`src/design/bdq_pkg.sv`:
```
`timescale 1ns / 1ps

package bdq_pkg;

   // Field widths of the request, response and control words.
   localparam int KIND_W  = 2;
   localparam int VALUE_W = 32;
   localparam int CAP_W   = 5;
   localparam int OCC_W   = 5;

   // Capacity limit after reset.
   localparam logic [CAP_W-1:0] CAP_RESET = 5'd16;

   // Operation codes carried by req_kind.
   typedef enum logic [KIND_W-1:0] {
      KIND_PUSH_BACK  = 2'd0,
      KIND_PUSH_FRONT = 2'd1,
      KIND_POP_FRONT  = 2'd2,
      KIND_POP_BACK   = 2'd3
   } kind_type;

endpackage

```
`src/design/bdq_ram.sv`:
```
`timescale 1ns / 1ps

module bdq_ram #(
   parameter int DEPTH      = 16,
   parameter int DATA_WIDTH = 32
) (
   input  logic                     clock,
   input  logic                     wr_en,
   input  logic [$clog2(DEPTH)-1:0] wr_addr,
   input  logic [DATA_WIDTH-1:0]    wr_data,
   input  logic                     rd_en,
   input  logic [$clog2(DEPTH)-1:0] rd_addr,
   output logic [DATA_WIDTH-1:0]    rd_data
);

   logic [DATA_WIDTH-1:0] mem_ff [DEPTH];
   logic [DATA_WIDTH-1:0] rd_data_ff;

   // One write port and one registered read port.
   always_ff @(posedge clock) begin
      if (wr_en) begin
         mem_ff[wr_addr] <= wr_data;
      end
      if (rd_en) begin
         rd_data_ff <= mem_ff[rd_addr];
      end
   end

   assign rd_data = rd_data_ff;

endmodule

```
`src/design/bounded_deque_with_overwrite_core.sv`:
```
`timescale 1ns / 1ps
// A result word is registered and appears in the cycle after its request word is accepted.
// Throughput: one word per cycle; the single response register stalls the request
// side only while it holds a word and rsp_stall is high.
// Reset clears the front pointer, the element count and the response valid, and
// sets the capacity limit to 16. The element storage is not cleared.

module bounded_deque_with_overwrite_core #(
   parameter int DEPTH      = 16,
   parameter int DATA_WIDTH = 32
) (
   input  logic                        clock,
   input  logic                        reset,
   // Request channel
   input  logic                        req_valid,
   output logic                        req_stall,
   input  logic [bdq_pkg::KIND_W-1:0]  req_kind,
   input  logic [bdq_pkg::VALUE_W-1:0] req_push_value,
   // Response channel
   output logic                        rsp_valid,
   input  logic                        rsp_stall,
   output logic [bdq_pkg::VALUE_W-1:0] rsp_popped_value,
   output logic                        rsp_popped_valid,
   output logic                        rsp_empty_fault,
   output logic                        rsp_overwrote,
   output logic [bdq_pkg::OCC_W-1:0]   rsp_occupancy,
   // Capacity register
   input  logic                        csr_write_enable,
   input  logic [bdq_pkg::CAP_W-1:0]   csr_write_data
);

   import bdq_pkg::*;

   localparam int PTR_W = $clog2(DEPTH);
   localparam int CNT_W = $clog2(DEPTH + 1);
   localparam int CMP_W = (CNT_W > CAP_W) ? CNT_W : CAP_W;

   localparam logic [PTR_W-1:0] LAST_SLOT = PTR_W'(DEPTH - 1);
   localparam logic [PTR_W:0]   DEPTH_SUM = (PTR_W + 1)'(DEPTH);
   localparam logic [CMP_W-1:0] DEPTH_CMP = CMP_W'(DEPTH);

   // Ring pointer helpers, all modulo DEPTH.
   function automatic logic [PTR_W-1:0] ptr_inc(input logic [PTR_W-1:0] p);
      return (p == LAST_SLOT) ? '0 : p + 1'b1;
   endfunction

   function automatic logic [PTR_W-1:0] ptr_dec(input logic [PTR_W-1:0] p);
      return (p == '0) ? LAST_SLOT : p - 1'b1;
   endfunction

   function automatic logic [PTR_W-1:0] slot_at(input logic [PTR_W-1:0] base,
                                                 input logic [CNT_W-1:0] offset);
      logic [PTR_W:0] sum;
      sum = (PTR_W + 1)'(base) + (PTR_W + 1)'(offset);
      if (sum >= DEPTH_SUM) begin
         sum = sum - DEPTH_SUM;
      end
      return sum[PTR_W-1:0];
   endfunction

   logic [CAP_W-1:0] capacity_ff;
   logic [PTR_W-1:0] front_ff, front_in;
   logic [CNT_W-1:0] count_ff, count_in;

   logic             rsp_valid_ff, rsp_valid_in;
   logic             popped_valid_ff, popped_valid_in;
   logic             empty_fault_ff, empty_fault_in;
   logic             overwrote_ff, overwrote_in;
   logic [OCC_W-1:0] occupancy_ff;

   logic                  accept;
   kind_type              kind;
   logic [CMP_W-1:0]      cap_ext;
   logic [CMP_W-1:0]      eff_cap;
   logic                  full;
   logic [CNT_W-1:0]      count_mid;
   logic                  wr_en;
   logic [PTR_W-1:0]      wr_addr;
   logic [PTR_W-1:0]      rd_addr;
   logic [DATA_WIDTH-1:0] rd_data;

   // Request is held off only while a result waits and the sink stalls.
   assign req_stall = rsp_valid_ff & rsp_stall;
   assign accept    = req_valid & ~req_stall;
   assign kind      = kind_type'(req_kind);

   // Effective capacity: zero counts as one, anything above DEPTH saturates.
   always_comb begin
      cap_ext = CMP_W'(capacity_ff);
      if (cap_ext == '0) begin
         eff_cap = CMP_W'(1);
      end else if (cap_ext > DEPTH_CMP) begin
         eff_cap = DEPTH_CMP;
      end else begin
         eff_cap = cap_ext;
      end
   end

   assign full = (CMP_W'(count_ff) >= eff_cap) && (count_ff != '0);

   // Pointer, count and flag update for the accepted operation.
   always_comb begin
      front_in        = front_ff;
      count_in        = count_ff;
      count_mid       = count_ff;
      wr_en           = 1'b0;
      wr_addr         = front_ff;
      rd_addr         = front_ff;
      popped_valid_in = 1'b0;
      empty_fault_in  = 1'b0;
      overwrote_in    = 1'b0;
      case (kind)
         KIND_PUSH_BACK: begin
            if (full) begin
               overwrote_in = 1'b1;
               front_in     = ptr_inc(front_ff);
               count_mid    = count_ff - 1'b1;
            end
            wr_en    = accept;
            wr_addr  = slot_at(front_in, count_mid);
            count_in = count_mid + 1'b1;
         end
         KIND_PUSH_FRONT: begin
            if (full) begin
               overwrote_in = 1'b1;
               count_mid    = count_ff - 1'b1;
            end
            front_in = ptr_dec(front_ff);
            wr_en    = accept;
            wr_addr  = front_in;
            count_in = count_mid + 1'b1;
         end
         KIND_POP_FRONT: begin
            if (count_ff == '0) begin
               empty_fault_in = 1'b1;
            end else begin
               rd_addr         = front_ff;
               front_in        = ptr_inc(front_ff);
               count_in        = count_ff - 1'b1;
               popped_valid_in = 1'b1;
            end
         end
         KIND_POP_BACK: begin
            if (count_ff == '0) begin
               empty_fault_in = 1'b1;
            end else begin
               rd_addr         = slot_at(front_ff, count_ff - 1'b1);
               count_in        = count_ff - 1'b1;
               popped_valid_in = 1'b1;
            end
         end
         default: begin
            front_in = front_ff;
         end
      endcase
   end

   // Response valid: set on accept, cleared once the word is taken.
   always_comb begin
      if (accept) begin
         rsp_valid_in = 1'b1;
      end else if (rsp_stall) begin
         rsp_valid_in = rsp_valid_ff;
      end else begin
         rsp_valid_in = 1'b0;
      end
   end

   // Control state.
   always_ff @(posedge clock) begin
      if (reset) begin
         capacity_ff  <= CAP_RESET;
         front_ff     <= '0;
         count_ff     <= '0;
         rsp_valid_ff <= 1'b0;
      end else begin
         if (csr_write_enable) begin
            capacity_ff <= csr_write_data;
         end
         if (accept) begin
            front_ff <= front_in;
            count_ff <= count_in;
         end
         rsp_valid_ff <= rsp_valid_in;
      end
   end

   // Response payload register.
   always_ff @(posedge clock) begin
      if (accept) begin
         popped_valid_ff <= popped_valid_in;
         empty_fault_ff  <= empty_fault_in;
         overwrote_ff    <= overwrote_in;
         occupancy_ff    <= OCC_W'(count_in);
      end
   end

   // Element storage; read data lands together with the response flags.
   bdq_ram #(
      .DEPTH      (DEPTH),
      .DATA_WIDTH (DATA_WIDTH)
   ) u_ram (
      .clock   (clock),
      .wr_en   (wr_en),
      .wr_addr (wr_addr),
      .wr_data (DATA_WIDTH'(req_push_value)),
      .rd_en   (accept),
      .rd_addr (rd_addr),
      .rd_data (rd_data)
   );

   assign rsp_valid        = rsp_valid_ff;
   assign rsp_popped_value = popped_valid_ff ? VALUE_W'(rd_data) : '0;
   assign rsp_popped_valid = popped_valid_ff;
   assign rsp_empty_fault  = empty_fault_ff;
   assign rsp_overwrote    = overwrote_ff;
   assign rsp_occupancy    = occupancy_ff;

endmodule
```
`config.mk`:
```
export PLATFORM = sky130hd
export DESIGN_NAME = bounded_deque_with_overwrite_core
export DESIGN_NICKNAME = d
export VERILOG_FILES = /design/src/design/bdq_pkg.sv /design/src/design/bdq_ram.sv /design/src/design/bounded_deque_with_overwrite_core.sv
export SDC_FILE = /design/constraint.sdc
export NUM_CORES = 1
export LEC_CHECK = 0
export BUFFER_PORTS_ARGS = -buffer_cell sky130_fd_sc_hd__buf_2
export CAP_MARGIN = 30
export CORE_ASPECT_RATIO = 0.7
export CORE_MARGIN = 5
export CORE_UTILIZATION = 30
export CTS_CLUSTER_SIZE = 25
export DETAILED_ROUTE_END_ITERATION = 6
export GPL_TIMING_DRIVEN = 0
export RECOVER_POWER = 50
export SETUP_SLACK_MARGIN = 0.2
export SYNTH_ARGS = -nofsm -noshare
export SYNTH_HDL_FRONTEND = slang
export SYNTH_SLANG_ARGS = --single-unit
```
`constraint.sdc`:
```
create_clock -name clock -period 25.1 [get_ports clock]
set_input_delay 0 -clock clock [delete_from_list [all_inputs] [get_ports clock]]
set_output_delay 0 -clock clock [all_outputs]
set_load 0.05 [all_outputs]
```
==> results by group <==
Drt
  • DR WL/cell: about 21 µm
  • First-pass detailed-route iteration total: 7
  • DRC errors left: 0
  • First DRT Iteration DRCs: 1,489
  • Antenna Nets Post-Route: 0
  • Routed vias: roughly 15,000
  • Total wire length: roughly 63 mm
  • Vias per cell: 5.00

STA
  • RSZ-0062 raised after global routing: false
  • Setup TNS: 0 ns
  • Fmax: 0.159 GHz
  • Skew final: 0.0288 ns
  • Max_slew headroom: -5.30%
  • Max-slew violations: 21
  • Final period utilization: between 20% and 30%
  • Final Hold Viols: 0
  • Final Setup Violations: 0
  • Final Critical Period: approximately 6.3 ns
  • Worst-Margin Slew: 1.58 ns

Synthesis
  • Syn avg cell area: approximately 13 µm²
  • EDFF count, synth: around 550
  • Seq/Total Area, Yosys: 73.3%
  • Syn. warnings: 0
  • Post-synth top flop: edfxtp_1
  • Net count after synthesis: between 1,500 and 2,000
  • Register bit count reported by yosys: 567
  • Fraction of registers with async set/reset: 0%
  • Mapped Cells: about 1,700
  • Synth cell types: between 50 and 60
  • Netlist Area Pre-Place: around 23,000 µm²

GRT
  • Initial antenna violation count: 1
  • GRT overflow: 0
  • Pin count of the biggest net entering global routing: 28
  • First-pass GRT wire length: 93.8 mm
  • GRT Overall Usage: 15.0%
  • Vias in the first global route: roughly 15,000

Place
  • Placed wire-length estimate: roughly 43 mm
  • # port buffers: 84
  • Placed insts: about 2,900
  • Final GP Congestion: slightly above 0.8
  • Area after DPL: 25,400 µm²

Clock tree
  • Clk sinks: roughly 570
  • H-tree levels: 2
  • Clk Latency, worst-skew pair: 0.61 ns
  • Post_cts resized: 0
  • CTS buffer count: 52
  • Clk slew on worst S/H paths: 0.07 ns
  • Setup bufs post-CTS: 0
  • Clock buffer depth: 3
  • Root Driver: clkbuf_16
  • CTS tree: built

Floorplanning
  • Die H: between 200 and 250 µm
  • Starting density of the core: a little under a third
  • Site Rows: between 80 and 90
  • Core ar.: 76,500 µm²
  • Io pins: 86
  • Die width: 341 µm
  • Die ar.: between 80,000 and 90,000 µm²

Layout
  • Final nets: roughly 2,000
  • Layout area overhead: 19.2%
  • Cell Count, Final, Fillers Out: roughly 3,000
  • Fraction of layout instances using a drive strength above 1: 11.5%
  • Fillers: about 7,000
  • Design Area, Final: roughly 27,000 µm²

Power
  • Peak VDD IR: 0.0437 mV
  • Static leakage: ~9.5 nW
  • Power Density: 85.3 nW/µm²

Worst setup path
  • CP Class: flop to flop
  • Arrival @ worst endpoint: between 6 and 7 ns
  • Worst R2R Setup Slack: ~19 ns
  • Crit end category: flop
  • Critical path startpoint category: flop
  • Crit Path Max Fanout: 22
  • CP Data Required Time: 25.38 ns

Hold path
  • HP Class: input pin to flop

Status
  • Run status: finished, violations left
  • Failing checks: max-capacitance violations, max-slew violations

Job
  • Max-cap violations: 1
[final timing paths]
path	startpoint	to	cells after the start
max reg2reg	count_ff[0]	u_ram.mem_ff[2][21]	15
max	count_ff[0]	u_ram.mem_ff[2][21]	15
min reg2reg	count_ff[0]	count_ff[0]	2
min	rsp_stall	count_ff[3]	4
[sequential cells by signal (all words and copies together) (netlist names)]
signal / count
rsp_empty_fault: 1
front_ff: 4
cap_ext: 5
rsp_valid: 1
rsp_occupancy: 5
rsp_overwrote: 1
count_ff: 5
u_ram.mem_ff: 512
rsp_popped_valid: 1
u_ram.rd_data: 32
[repair_timing]
action	CTS	global route
endpoints found under the hold margin	526	0
hold buffers	51	0
setup endpoints to repair	0	0
[per-stage QoR]
step / worst slack, ns / power [mW] / util [%] / hold WS (ns)
after global routing: 18.40 / 2.44 / 35.9 / 0.0850
after global placement: 10.97 / 1.55 / 32.3 / 0.213
after detailed placement: 19.46 / 1.57 / 33.2 / 0.214
final: 18.81 / 2.34 / 35.9 / 0.0469
after CTS: 19.41 / 2.36 / 36.0 / 0.0270
after floorplan: 16.49 / 1.40 / - / 0.0721
[metal layers]
layer  share of wire (%)  track usage [%]  vias to the layer above
met1                  45             21.4                     7422
met3                 9.1             3.55                       98
met4                 2.3             3.92                        0
met2                  44             22.9                      675
met5                   0                0                        -
li1                    -                -                     6842
[synth_stat cells (all sizes together) (19+ instances only)]
| cell type | count | area, µm² |
|---|---|---|
| nand3 | 202 | 1010 |
| clkbuf | 33 | 124 |
| o21ai | 47 | 235 |
| a32oi | 32 | 280 |
| nand2 | 478 | 1790 |
| inv | 19 | 71.3 |
| and2 | 36 | 225 |
| a21oi | 22 | 121 |
| buf | 67 | 435 |
| nor2 | 29 | 109 |
| ha | 19 | 238 |
| edfxtp | 552 | 16600 |
| mux2i | 40 | 400 |
| nand4 | 65 | 407 |
[cell usage in the layout (no fill, tap or decap), types with 13 or more instances in the layout]
cell | Yosys | layout
edfxtp_1 | 552 | 552
nand2_1 | 478 | 478
nand3_1 | 202 | 202
clkbuf_1 | 33 | 93
buf_2 | 39 | 74
nand4_1 | 65 | 65
clkbuf_16 | 0 | 53
dlygate4sd3_1 | 0 | 51
mux2i_1 | 40 | 40
and2_1 | 36 | 36
a32oi_1 | 32 | 32
o21ai_1 | 32 | 32
nor2_1 | 29 | 28
buf_4 | 15 | 27
a21oi_1 | 21 | 20
inv_1 | 19 | 19
ha_1 | 19 | 19
o21ai_0 | 15 | 15
dfxtp_1 | 15 | 15
buf_6 | 9 | 13
clkinv_2 | 0 | 13
[cell type report]
class | instances | area [µm²] | share of cell area (%)
flip-flops and latches | 567 | 16900 | 61.5
multi-input cells | 1053 | 5620 | 20.5
well taps | 1000 | 1250 | 4.56
plain buffers | 100 | 558 | 2.03
inverters | 19 | 71.3 | 0.260
repair buffers | 173 | 1420 | 5.17
clock inverters | 32 | 289 | 1.05
clock buffers | 60 | 1350 | 4.93
diodes | 2 | 5.00 | 0.0182
[power breakdown]
group / switching (mW) / internal (mW)
clock network: 0.345 / 0.436
registers: 0.0108 / 1.09
logic: 0.330 / 0.132
total: 0.686 / 1.66
[critical path, stage by stage (launching register included)]
cell and delay, ns:
dfxtp_1 0.36, inv_1 0.20, ha_1 0.30, nor4b_1 0.98
nor2_1 0.14, a21o_1 0.30, clkbuf_1 0.25, o21ai_0 0.52
ha_1 0.33, a21o_1 0.15, a21oi_1 0.20, xor2_1 0.26
mux2i_1 0.38, clkbuf_1 0.71, and3_2 0.59, buf_12 0.27
[cells by family (layout without fill, tap and decap cells)]
family | Yosys count | in the layout | share of synthesized area, %
buffers and inverters | 119 | 384 | 2.74
other | 0 | 2 | 0
xor gates and xnor gates | 14 | 14 | 0.533
AOI/OAI and AO/OA | 140 | 140 | 4.19
DFF | 567 | 567 | 73.3
and+or+nand+nor | 837 | 837 | 16.2
adders and majority gates | 21 | 21 | 1.21
muxes | 41 | 41 | 1.79
(Power assumes the default switching activity.)
